**src/rtl/core/pmdq_pkg.sv**
```systemverilog
// shared constants, types and helpers of the partitioned multi-deque
package pmdq_pkg;

	localparam int SEG_DEPTH  = 16;
	localparam int NUM_QUEUES = 4;
	localparam int DATA_WIDTH = 32;

	localparam int REQ_W = 3;
	localparam int QSEL_W = 2;
	localparam int VAL_W = 32;
	localparam int STAT_W = 2;

	localparam int OW = $clog2(SEG_DEPTH);
	localparam int QW = $clog2(NUM_QUEUES);
	localparam int AW = $clog2(NUM_QUEUES * SEG_DEPTH);

	localparam logic [REQ_W-1:0] REQ_PUSH_REAR  = 3'd0;
	localparam logic [REQ_W-1:0] REQ_PUSH_FRONT = 3'd1;
	localparam logic [REQ_W-1:0] REQ_POP_FRONT  = 3'd2;
	localparam logic [REQ_W-1:0] REQ_POP_REAR   = 3'd3;
	localparam logic [REQ_W-1:0] REQ_DUMP       = 3'd4;

	typedef enum logic [STAT_W-1:0] {
		STAT_OK        = 2'd0,
		STAT_OVERFLOW  = 2'd1,
		STAT_UNDERFLOW = 2'd2,
		STAT_EMPTY     = 2'd3
	} status_t;

	typedef logic [OW-1:0] off_t;
	typedef logic [QW-1:0] qidx_t;
	typedef logic [AW-1:0] addr_t;
	typedef logic [DATA_WIDTH-1:0] word_t;

	typedef struct packed {
		logic occ;
		off_t head;
		off_t tail;
	} ptr_t;

	typedef struct packed {
		status_t status;
		logic signed [VAL_W-1:0] data;
		logic last;
	} res_t;

	function automatic addr_t slot_addr(qidx_t q, off_t off);
		return AW'(q) * AW'(SEG_DEPTH) + AW'(off);
	endfunction

	// low DATA_WIDTH bits of the pushed value, zero above 32 bits
	function automatic word_t to_word(logic [VAL_W-1:0] v);
		word_t w;
		w = '0;
		for (int i = 0; i < DATA_WIDTH; i++) begin
			if (i < VAL_W) w[i] = v[i];
		end
		return w;
	endfunction

	function automatic logic [VAL_W-1:0] to_val(word_t w);
		logic [VAL_W-1:0] v;
		v = '0;
		for (int i = 0; i < VAL_W; i++) begin
			if (i < DATA_WIDTH) v[i] = w[i];
		end
		return v;
	endfunction

endpackage

```
**src/rtl/core/pmdq_channels.sv**
```systemverilog
// request and result channel interfaces of the partitioned multi-deque
interface pmdq_req_if;
	logic valid;
	logic ready;
	logic [pmdq_pkg::REQ_W-1:0] req_type;
	logic [pmdq_pkg::QSEL_W-1:0] queue_sel;
	logic signed [pmdq_pkg::VAL_W-1:0] item_value;

	modport source (output valid, req_type, queue_sel, item_value, input ready);
	modport sink (input valid, req_type, queue_sel, item_value, output ready);
endinterface

interface pmdq_rsp_if;
	logic valid;
	logic ready;
	logic [pmdq_pkg::STAT_W-1:0] status;
	logic signed [pmdq_pkg::VAL_W-1:0] data_value;
	logic last_flag;

	modport source (output valid, status, data_value, last_flag, input ready);
	modport sink (input valid, status, data_value, last_flag, output ready);
endinterface

```
**src/rtl/core/partitioned_multi_deque_top.sv**
```systemverilog
// top level: request sequencer, result register, store and pointer table
//
//  channel   dir  handshake     payload
//  req_ch    in   valid/ready   req_type[2:0] queue_sel[1:0] item_value[31:0]
//  rsp_ch    out  valid/ready   status[1:0] data_value[31:0] last_flag
//
// one request at a time: a request is registered, then executed in S_EXEC; a pop waits in S_POP
// and a dump steps through S_DUMP for the registered read port of the element store.
// reset clears the pointer table and the sequencer; the store is not cleared.
// a result register sits on rsp_ch; a stalled result holds the sequencer, but
// a new request is taken while the last result of the previous one waits.
module partitioned_multi_deque_top (
	input logic      clk,
	input logic      arst_n,
	pmdq_req_if.sink   req_ch,
	pmdq_rsp_if.source rsp_ch
);
	import pmdq_pkg::*;

	typedef enum logic [3:0] {
		S_IDLE = 4'b0001,
		S_EXEC = 4'b0010,
		S_POP  = 4'b0100,
		S_DUMP = 4'b1000
	} state_t;

	state_t state_q, state_d;

	logic [REQ_W-1:0] req_q;
	qidx_t q_q;
	logic qok_q;
	word_t item_q;
	off_t idx_q, idx_d;
	off_t last_q, last_d;

	logic rsp_valid_q;
	res_t rsp_q;
	res_t res;
	logic emit;
	logic slot_free;

	ptr_t cur;
	ptr_t nxt;
	logic ptr_we;

	logic st_we, st_re;
	addr_t st_waddr, st_raddr;
	word_t st_rdata;

	pmdq_ptrs u_ptrs (
		.clk    (clk),
		.arst_n (arst_n),
		.rd_sel (q_q),
		.rd_ptr (cur),
		.wr_en  (ptr_we),
		.wr_sel (q_q),
		.wr_ptr (nxt)
	);

	pmdq_store u_store (
		.clk   (clk),
		.we    (st_we),
		.waddr (st_waddr),
		.wdata (item_q),
		.re    (st_re),
		.raddr (st_raddr),
		.rdata (st_rdata)
	);

	assign slot_free = !rsp_valid_q || rsp_ch.ready;
	assign req_ch.ready = (state_q == S_IDLE);

	always_comb begin
		state_d = state_q;
		idx_d = idx_q;
		last_d = last_q;
		res = '{status: STAT_OK, data: '0, last: 1'b1};
		emit = 1'b0;
		nxt = cur;
		ptr_we = 1'b0;
		st_we = 1'b0;
		st_re = 1'b0;
		st_waddr = slot_addr(q_q, '0);
		st_raddr = slot_addr(q_q, cur.head);
		unique case (state_q)
			S_IDLE: begin
				if (req_ch.valid) state_d = S_EXEC;
			end
			S_EXEC: begin
				if (!qok_q) begin
					state_d = S_IDLE;
				end else begin
					unique case (req_q) inside
						REQ_PUSH_REAR, REQ_PUSH_FRONT: begin
							if (slot_free) begin
								emit = 1'b1;
								state_d = S_IDLE;
								if (!cur.occ) begin
									nxt = '{occ: 1'b1, head: '0, tail: '0};
									ptr_we = 1'b1;
									st_we = 1'b1;
								end else if (req_q == REQ_PUSH_REAR) begin
									if (cur.tail == OW'(SEG_DEPTH - 1)) begin
										res.status = STAT_OVERFLOW;
									end else begin
										nxt.tail = cur.tail + 1'b1;
										ptr_we = 1'b1;
										st_we = 1'b1;
										st_waddr = slot_addr(q_q, nxt.tail);
									end
								end else begin
									if (cur.head == '0) begin
										res.status = STAT_OVERFLOW;
									end else begin
										nxt.head = cur.head - 1'b1;
										ptr_we = 1'b1;
										st_we = 1'b1;
										st_waddr = slot_addr(q_q, nxt.head);
									end
								end
							end
						end
						REQ_POP_FRONT, REQ_POP_REAR: begin
							if (!cur.occ) begin
								if (slot_free) begin
									emit = 1'b1;
									res.status = STAT_UNDERFLOW;
									state_d = S_IDLE;
								end
							end else begin
								// pointer update now, value comes out of the store next cycle
								st_re = 1'b1;
								ptr_we = 1'b1;
								state_d = S_POP;
								if (req_q == REQ_POP_FRONT) begin
									if (cur.head >= cur.tail) nxt = '0;
									else nxt.head = cur.head + 1'b1;
								end else begin
									st_raddr = slot_addr(q_q, cur.tail);
									if (cur.head >= cur.tail || cur.tail == '0) nxt = '0;
									else nxt.tail = cur.tail - 1'b1;
								end
							end
						end
						REQ_DUMP: begin
							if (!cur.occ) begin
								if (slot_free) begin
									emit = 1'b1;
									res.status = STAT_EMPTY;
									state_d = S_IDLE;
								end
							end else begin
								st_re = 1'b1;
								idx_d = cur.head;
								last_d = cur.tail;
								state_d = S_DUMP;
							end
						end
						default: state_d = S_IDLE;
					endcase
				end
			end
			S_POP: begin
				if (slot_free) begin
					emit = 1'b1;
					res.data = to_val(st_rdata);
					state_d = S_IDLE;
				end
			end
			S_DUMP: begin
				st_raddr = slot_addr(q_q, idx_q + 1'b1);
				if (slot_free) begin
					emit = 1'b1;
					res.data = to_val(st_rdata);
					res.last = (idx_q == last_q);
					if (idx_q == last_q) begin
						state_d = S_IDLE;
					end else begin
						st_re = 1'b1;
						idx_d = idx_q + 1'b1;
					end
				end
			end
			default: state_d = S_IDLE;
		endcase
	end

	always_ff @(posedge clk or negedge arst_n) begin
		if (!arst_n) begin
			state_q <= S_IDLE;
			rsp_valid_q <= 1'b0;
		end else begin
			state_q <= state_d;
			if (emit) rsp_valid_q <= 1'b1;
			else if (rsp_ch.ready) rsp_valid_q <= 1'b0;
		end
	end

	always_ff @(posedge clk) begin
		if (req_ch.valid && req_ch.ready) begin
			req_q <= req_ch.req_type;
			q_q <= QW'(req_ch.queue_sel);
			qok_q <= (32'(req_ch.queue_sel) < NUM_QUEUES);
			item_q <= to_word(req_ch.item_value);
		end
		idx_q <= idx_d;
		last_q <= last_d;
		if (emit) rsp_q <= res;
	end

	assign rsp_ch.valid = rsp_valid_q;
	assign rsp_ch.status = rsp_q.status;
	assign rsp_ch.data_value = rsp_q.data;
	assign rsp_ch.last_flag = rsp_q.last;
endmodule

```
**src/rtl/core/pmdq_store.sv**
```systemverilog
// element store: one write port, one registered read port
module pmdq_store (
	input  logic             clk,
	input  logic             we,
	input  pmdq_pkg::addr_t  waddr,
	input  pmdq_pkg::word_t  wdata,
	input  logic             re,
	input  pmdq_pkg::addr_t  raddr,
	output pmdq_pkg::word_t  rdata
);
	import pmdq_pkg::*;

	word_t mem [NUM_QUEUES*SEG_DEPTH];
	word_t rdata_q;

	always_ff @(posedge clk) begin
		if (we) mem[waddr] <= wdata;
	end

	// read data holds until the next read
	always_ff @(posedge clk) begin
		if (re) rdata_q <= mem[raddr];
	end

	assign rdata = rdata_q;
endmodule

```
**src/rtl/core/pmdq_ptrs.sv**
```systemverilog
// per-queue head, tail and occupied state
module pmdq_ptrs (
	input  logic             clk,
	input  logic             arst_n,
	input  pmdq_pkg::qidx_t  rd_sel,
	output pmdq_pkg::ptr_t   rd_ptr,
	input  logic             wr_en,
	input  pmdq_pkg::qidx_t  wr_sel,
	input  pmdq_pkg::ptr_t   wr_ptr
);
	import pmdq_pkg::*;

	ptr_t ptr_q [NUM_QUEUES];

	always_ff @(posedge clk or negedge arst_n) begin
		if (!arst_n) begin
			for (int i = 0; i < NUM_QUEUES; i++) ptr_q[i] <= '0;
		end else if (wr_en) begin
			ptr_q[wr_sel] <= wr_ptr;
		end
	end

	assign rd_ptr = ptr_q[rd_sel];
endmodule

```
**src/flat_wrapper.sv**
```systemverilog
// flat-port wrapper written by rule: the top's interface ports become plain ports
module partitioned_multi_deque_top_flat import pmdq_pkg::*;
  (clk, arst_n, req_ch_valid, req_ch_req_type, req_ch_queue_sel, req_ch_item_value, req_ch_ready, rsp_ch_valid, rsp_ch_status, rsp_ch_data_value, rsp_ch_last_flag, rsp_ch_ready);
  pmdq_req_if req_ch_i ();
  pmdq_rsp_if rsp_ch_i ();
  input logic clk;
  input logic arst_n;
  input wire logic [$bits(req_ch_i.valid)-1:0] req_ch_valid;
  input wire logic [$bits(req_ch_i.req_type)-1:0] req_ch_req_type;
  input wire logic [$bits(req_ch_i.queue_sel)-1:0] req_ch_queue_sel;
  input wire logic [$bits(req_ch_i.item_value)-1:0] req_ch_item_value;
  output wire logic [$bits(req_ch_i.ready)-1:0] req_ch_ready;
  output wire logic [$bits(rsp_ch_i.valid)-1:0] rsp_ch_valid;
  output wire logic [$bits(rsp_ch_i.status)-1:0] rsp_ch_status;
  output wire logic [$bits(rsp_ch_i.data_value)-1:0] rsp_ch_data_value;
  output wire logic [$bits(rsp_ch_i.last_flag)-1:0] rsp_ch_last_flag;
  input wire logic [$bits(rsp_ch_i.ready)-1:0] rsp_ch_ready;
  assign req_ch_i.valid = req_ch_valid;
  assign req_ch_i.req_type = req_ch_req_type;
  assign req_ch_i.queue_sel = req_ch_queue_sel;
  assign req_ch_i.item_value = req_ch_item_value;
  assign req_ch_ready = req_ch_i.ready;
  assign rsp_ch_valid = rsp_ch_i.valid;
  assign rsp_ch_status = rsp_ch_i.status;
  assign rsp_ch_data_value = rsp_ch_i.data_value;
  assign rsp_ch_last_flag = rsp_ch_i.last_flag;
  assign rsp_ch_i.ready = rsp_ch_ready;
  partitioned_multi_deque_top u_core (.clk(clk), .arst_n(arst_n), .req_ch(req_ch_i), .rsp_ch(rsp_ch_i));
endmodule
```
**config.mk**
```make
export PLATFORM = sky130hd
export DESIGN_NAME = partitioned_multi_deque_top_flat
export DESIGN_NICKNAME = d
export VERILOG_FILES = /design/src/rtl/core/pmdq_pkg.sv /design/src/rtl/core/pmdq_channels.sv /design/src/rtl/core/partitioned_multi_deque_top.sv /design/src/rtl/core/pmdq_store.sv /design/src/rtl/core/pmdq_ptrs.sv /design/src/flat_wrapper.sv
export SDC_FILE = /design/constraint.sdc
export NUM_CORES = 2
export LEC_CHECK = 0
export BUFFER_PORTS_ARGS = -buffer_cell sky130_fd_sc_hd__clkbuf_2
export CORE_UTILIZATION = 63
export CTS_CLUSTER_DIAMETER = 200
export DETAILED_ROUTE_END_ITERATION = 16
export PLACE_DENSITY = 0.89
export SLEW_MARGIN = 25
export SYNTH_ARGS = -nofsm -noshare
export SYNTH_HDL_FRONTEND = slang
export SYNTH_SLANG_ARGS = --single-unit
export TNS_END_PERCENT = 1
```
**constraint.sdc**
```tcl
create_clock -name clk -period 6.1 [get_ports clk]
set_input_delay 1.22 -clock clk [delete_from_list [all_inputs] [get_ports clk]]
set_output_delay 1.22 -clock clk [all_outputs]
set_load 0.03 [all_outputs]
```
# Yosys cells after proc, flatten, opt, wreduce, memory -nomap -nowiden
# Memories as Yosys holds them, arrays and structs flattened. A register that Yosys moved wholly into a read port is not among the register bits.
# Index checks and enable logic that the tools add are counted.
# Widths: inputs -> output; s select.
# op_classes
n_shift	0
n_reduce_logical	18
mul	0
order_cmp	3
add_sub_neg	10
eq_ne	16
mux	80
n_div	0
bitwise_logic	1
# ops
cell	n
$mux 4	17
$pmux 32 s2	1
$mux 9	7
$mux 6	10
$bwmux 36	1
$mux 33	1
$mux 32	1
$add 6x4->6	5
$mux 1	21
$bmux 9 s2	1
$demux 9 s2	1
$pmux 9 s2	1
$pmux 4 s4	1
$mux 2	7
$add 4x1->4 const B	3
$pmux 4 s3	1
$pmux 6 s2	1
$eq 4x4->1 const B	2
$logic_not 4->1	2
$mux 8	1
$ne 2x1->1 const B	4
$pmux 1 s2	4
$pmux 4 s2	1
$sub 4x1->4 const B	2
other kinds (24)	32
# word_totals
mem_bits_rw	2048
romBits	0
latchBits	0
n_memories	1
output_inout_bits	37
word_cells	151
regBits	121
# memory_table
name	depth	word_bits	read_ports	rd_clocked_by_memory_dff	write_ports	line	source
u_core.u_store.mem	64	32	1	1	1	pmdq_store.sv:13	word_t mem [NUM_QUEUES*SEG_DEPTH];

# Logic depth before layout (Yosys ltp)
# logic_depth
ltp_word	13
ltp_mapped	17

# Cells and area by module
# From an unflattened synthesis, not the netlist that was laid out.
# unflattened
cells_unflattened	3941
hier_area_um2	85070.3
# modules_own_cells
module	area_per_inst_um2	cells_each	seq_area_each_um2	instances
pmdq_store	79359.9	3511	62459.9	1
partitioned_multi_deque_top	4140.2	342	2528.7	1
pmdq_ptrs	1570.3	88	900.9	1

# Worst setup path before layout
# Ideal clock, no wire load.
# synth_timing
path_kind	register -> register
from	register u_core.q_q[1]
to	memory u_core.u_store.mem[54][0] (netlist bit) (enable)
path_buffers	2
setup_ns	0.421
stages_incl_launch_ff	14
arrival_ns	3.988
required_ns	5.679
period_less_slack_ns	4.409
slack_ns	1.691
cell_sequence	edfxtp_1 -> buf_4 -> buf_4 -> mux4_2 -> inv_1 -> ha_1 -> nor3b_1 -> inv_1 -> ha_1 -> mux2i_1 -> nor2_1 -> nor2_1 -> nand2_1 -> nor2_1
# synth_between
elab_chain_len	13
# synth_lines
element	line	source
start: declaration	partitioned_multi_deque_top.sv:30	qidx_t q_q;
start signal: assignment	partitioned_multi_deque_top.sv:202	q_q <= QW'(req_ch.queue_sel);
parallel branches: the longest is 13 deep, another holds $add 6x4->6	--	
end: declaration	pmdq_store.sv:13	
# Parallel ways; which one is timed is not known. The select of a mux whose other input is x is not followed.

# Worst setup path after layout
# layout_timing
from	register u_core.q_q[1]
to	register u_core.u_store.rdata_q[23] (netlist: u_core.u_store.rdata[23]), read port of u_core.u_store.mem (data pin)
# layout_between
elab_chain_len	9
# layout_lines
element	line	source
$not 2->3 (implied by the code)	pmdq_ptrs.sv:23	assign rd_ptr = ptr_q[rd_sel];
$bmux 9 s2	pmdq_ptrs.sv:23	
$mux 9 (implied by the code) (2 in a row)	pmdq_ptrs.sv:23	
$add 6x4->6	pmdq_pkg.sv:48	return AW'(q) * AW'(SEG_DEPTH) + AW'(off);
$mux 6	partitioned_multi_deque_top.sv:135	if (req_q == REQ_POP_FRONT) begin
$mux 6	partitioned_multi_deque_top.sv:124	if (!cur.occ) begin
$mux 6	partitioned_multi_deque_top.sv:93	unique case (req_q) inside
$pmux 6 s2	partitioned_multi_deque_top.sv:85	unique case (state_q)
end: declaration	pmdq_store.sv:14	word_t rdata_q;
# Parallel ways exist; a longest one is shown, timed or not. The select of a mux whose other input is x is not followed.
# A chain may end at the register's enable or synchronous reset.

==> results.sh <==
export IMPL_crit_arrival_ns=5.88
export IMPL_io_pins=78
export IMPL_layout_drive_gt1_share_pct=12.02
export IMPL_period_minus_slack_ns=5.318
export IMPL_multi_input_area_sq_um=18830
export IMPL_drcViolationCount=0
export IMPL_worstSetupPathType="reg -> reg"
export IMPL_stdcell_count=7983
export IMPL_vias=59140
export IMPL_synth_common_cells="edfxtp_1, nand2_1, nand3_1, a31oi_1, a21oi_1"
export IMPL_cp_max_fo=50
export IMPL_clk_latency_ns=0.87
export IMPL_dieArea_sq_um=137900
export IMPL_core_sq_um=135500
export IMPL_cts_sinks=2201
export IMPL_regArea_sq_um=65890
export IMPL_netlist_instances=5951
export IMPL_maxSlewHeadroom_pct=24.36
export IMPL_ir_worst_vdd_v=0.0004179
export IMPL_synth_edf_count=2160
export IMPL_synth_top_cell_area_share_pct=75.45
export IMPL_synth_nets=6003
export IMPL_cts_made_buffers=194
export IMPL_std_cell_rows=135
export IMPL_clock_path_buffers=3
export IMPL_avgViaCountPerCell=7.408
export IMPL_required_ns=6.66
export IMPL_start_util_pct=63.46
export IMPL_grt_pass1_wl_um=359800
export IMPL_end_kind="flop"
export IMPL_yosysMostFrequentCell="edfxtp_1"
export IMPL_place_congestion=0.8839
export IMPL_setup_tns_ns=0
export IMPL_finalCritPeriodShare_pct=87.18
export IMPL_ys_ff_latch=2201
export IMPL_hold_viol=0
export IMPL_rsz0062_at_grt="false"
export IMPL_grt_pass1_vias=57600
export IMPL_synth_yosys_warnings=0
export IMPL_dp_hpwl_um=128400
export IMPL_area_growth_pct=11.15
export IMPL_r2r_cells=13
export IMPL_routedWlPerCell_um=31.23
export IMPL_dpl_cell_area_sq_um=89440
export IMPL_cts_resized=0
export IMPL_max_freq_mhz=188.0
export IMPL_first_iter_violations=12160
export IMPL_grtUsageMet1_pct=44.02
export IMPL_post_cts_buffers=0
export IMPL_dieHeight_um=371.4
export IMPL_synth_cell_type_count=67
export IMPL_fin_skew_ns=0.05039
export IMPL_antenna_found_initial=4
export IMPL_fill_cells=7131
export IMPL_outcome="completed"
export IMPL_postCtsHoldBufs=0
export IMPL_clockRootBuffer="clkbuf_16"
export IMPL_path_depth=13
export IMPL_grt_total_usage_pct=35.50
export IMPL_htree_levels=4
export IMPL_drt_pre_antenna_iters=11
export IMPL_globalRouteOverflowTotal=0
export IMPL_cp_top_family="simple AND/OR/NAND/NOR gates"
export IMPL_yosysTopAreaCell="edfxtp_1"
export IMPL_globalRouteMet3Util_pct=8.348
export IMPL_ant_nets=0
export IMPL_cts_tree="done"
export IMPL_stdcell_area_sq_um=95560
export IMPL_syn_area_sq_um=85970
export IMPL_io_buffers=77
export IMPL_p_per_area_nw_per_um2=368.3
export IMPL_syn_area_per_cell_sq_um=14.45
export IMPL_synth_area_top_cells="edfxtp_1, nand2_1, a32oi_1"
export IMPL_grt_max_degree=125
export IMPL_crit_slowest_cell="nor4_1"
export IMPL_cp_start_kind="flop"
export IMPL_placedCellCount=7621
export IMPL_met2_usage_pct=55.22
export IMPL_clk_pin_slew_ns=0.06
export IMPL_final_nets=6092
export IMPL_ys_async_sr_fraction_pct=1.863
export IMPL_routed_wirelength_um=249300
export IMPL_synth_flop_cell="edfxtp_1"
export IMPL_busiest_layer="met2"
export IMPL_crit_chain="buf_4, mux2i_1, mux2_2, inv_1, nor2_1, mux2i_4, nand2_4, buf_12, a211oi_1, nor4_1, a21oi_1, and4_1, a31oi_1"
export IMPL_critical_path_max_stage_delay_ns=0.81
export IMPL_power_leakage_nw=32.35
export IMPL_critical_path_buf_inv_count=3
export IMPL_setup_viol=0
export IMPL_yosysSeqAreaShare_pct=76.64
export IMPL_fp_dieW_um=371.4
export IMPL_tightest_slew_ns=1.135
export IMPL_hp_class="in -> async"
export IMPL_slew_violations=0
export IMPL_cap_violations=0
## through the flow
| step | total power [mW] | hold WS (ns) | setup WS (ns) | util [%] |
|---|---|---|---|---|
| after floorplan | 21.03 | 0.4719 | 1.691 | - |
| after global placement | 22.81 | 0.4808 | 1.172 | 66.02 |
| after detailed placement | 23.08 | 0.4937 | 1.096 | 66.02 |
| after CTS | 34.77 | 0.5071 | 0.9757 | 70.45 |
| after global routing | 35.74 | 0.4041 | 0.6745 | 70.53 |
| final | 35.19 | 0.3662 | 0.7822 | 70.54 |
## cell usage in the layout, fill, tap and decap left out, types with 34 or more instances in the layout
| cell type | synthesis | routed |
|---|---|---|
| a211oi_1 | 96 | 96 |
| a21oi_1 | 240 | 239 |
| a31oi_1 | 259 | 259 |
| a32oi_1 | 230 | 230 |
| and2_1 | 41 | 39 |
| and3_1 | 129 | 129 |
| and4_1 | 34 | 34 |
| buf_12 | 0 | 38 |
| buf_4 | 15 | 174 |
| clkbuf_1 | 207 | 49 |
| clkbuf_16 | 0 | 199 |
| clkbuf_2 | 0 | 76 |
| clkinv_1 | 0 | 48 |
| dfrtp_1 | 40 | 40 |
| edfxtp_1 | 2160 | 2160 |
| mux2_2 | 38 | 38 |
| mux2i_1 | 105 | 105 |
| nand2_1 | 1448 | 1445 |
| nand3_1 | 335 | 335 |
| nand4_1 | 35 | 35 |
| nor2_4 | 0 | 66 |
| nor4_1 | 34 | 34 |
| o21ai_0 | 55 | 55 |
## layout make-up
type / count / share of cell area (%)
Antenna cell: 2 / 0.005238
Clock buffer: 248 / 5.404
Clock inverter: 108 / 0.8773
Inverter: 12 / 0.04714
Multi-Input combinational cell: 3339 / 19.70
Sequential cell: 2201 / 68.95
Tap cell: 1781 / 2.332
Timing Repair Buffer: 292 / 2.676
## layer usage
layer  part of all wire [%]  routed length, um
met4                    8.7              21710
met1                     30              75570
met2                     46             114500
met3                     15              37490
met5                  0.010                 25
## where the power goes
part	internal, mW	switching, mW	total (mW)
Clock	6.38	5.55	11.9
Sequential	17.5	0.114	17.6
Combinational	1.35	4.28	5.64
Total	25.2	9.95	35.2
## path summary, 6_finish.rpt
kind                                            end  slack, ns                     from
max                        u_core.u_store.rdata[23]       0.78            u_core.q_q[1]
min                             u_core.rsp_ch.valid       0.37                   arst_n
max reg2reg                u_core.u_store.rdata[23]       0.78            u_core.q_q[1]
min reg2reg                 u_core.u_ptrs.ptr_q[35]       0.50  u_core.u_ptrs.ptr_q[35]
max in group asynchronous   u_core.u_ptrs.ptr_q[30]       5.35                   arst_n
min in group clk            u_core.u_ptrs.ptr_q[35]       0.50  u_core.u_ptrs.ptr_q[35]
## flip-flops by register name, summed over array words and instances, names as in the netlist, 3 cells and up
signal / cells
u_core.idx_q: 4
u_core.req_q: 3
u_core.item_q: 32
u_core.u_store.rdata: 32
u_core.state_q: 4
u_core.last_q: 4
u_core.rsp_ch.data_value: 32
u_core.u_ptrs.ptr_q: 36
u_core.u_store.mem: 2048
## cells by family (layout without fill, tap and decap cells)
logic type,after synthesis,after routing,synth area share (%)
fa+ha+maj,11,11,0.1601
compound gates,984,984,8.020
simple gates,2186,2186,11.07
other cells,0,2,0
buf+inv,411,660,2.157
xor+xnor,8,8,0.08150
mux,150,150,1.867
flops,2201,2201,76.64
No activity file was read; power rests on OpenSTA's default activity.
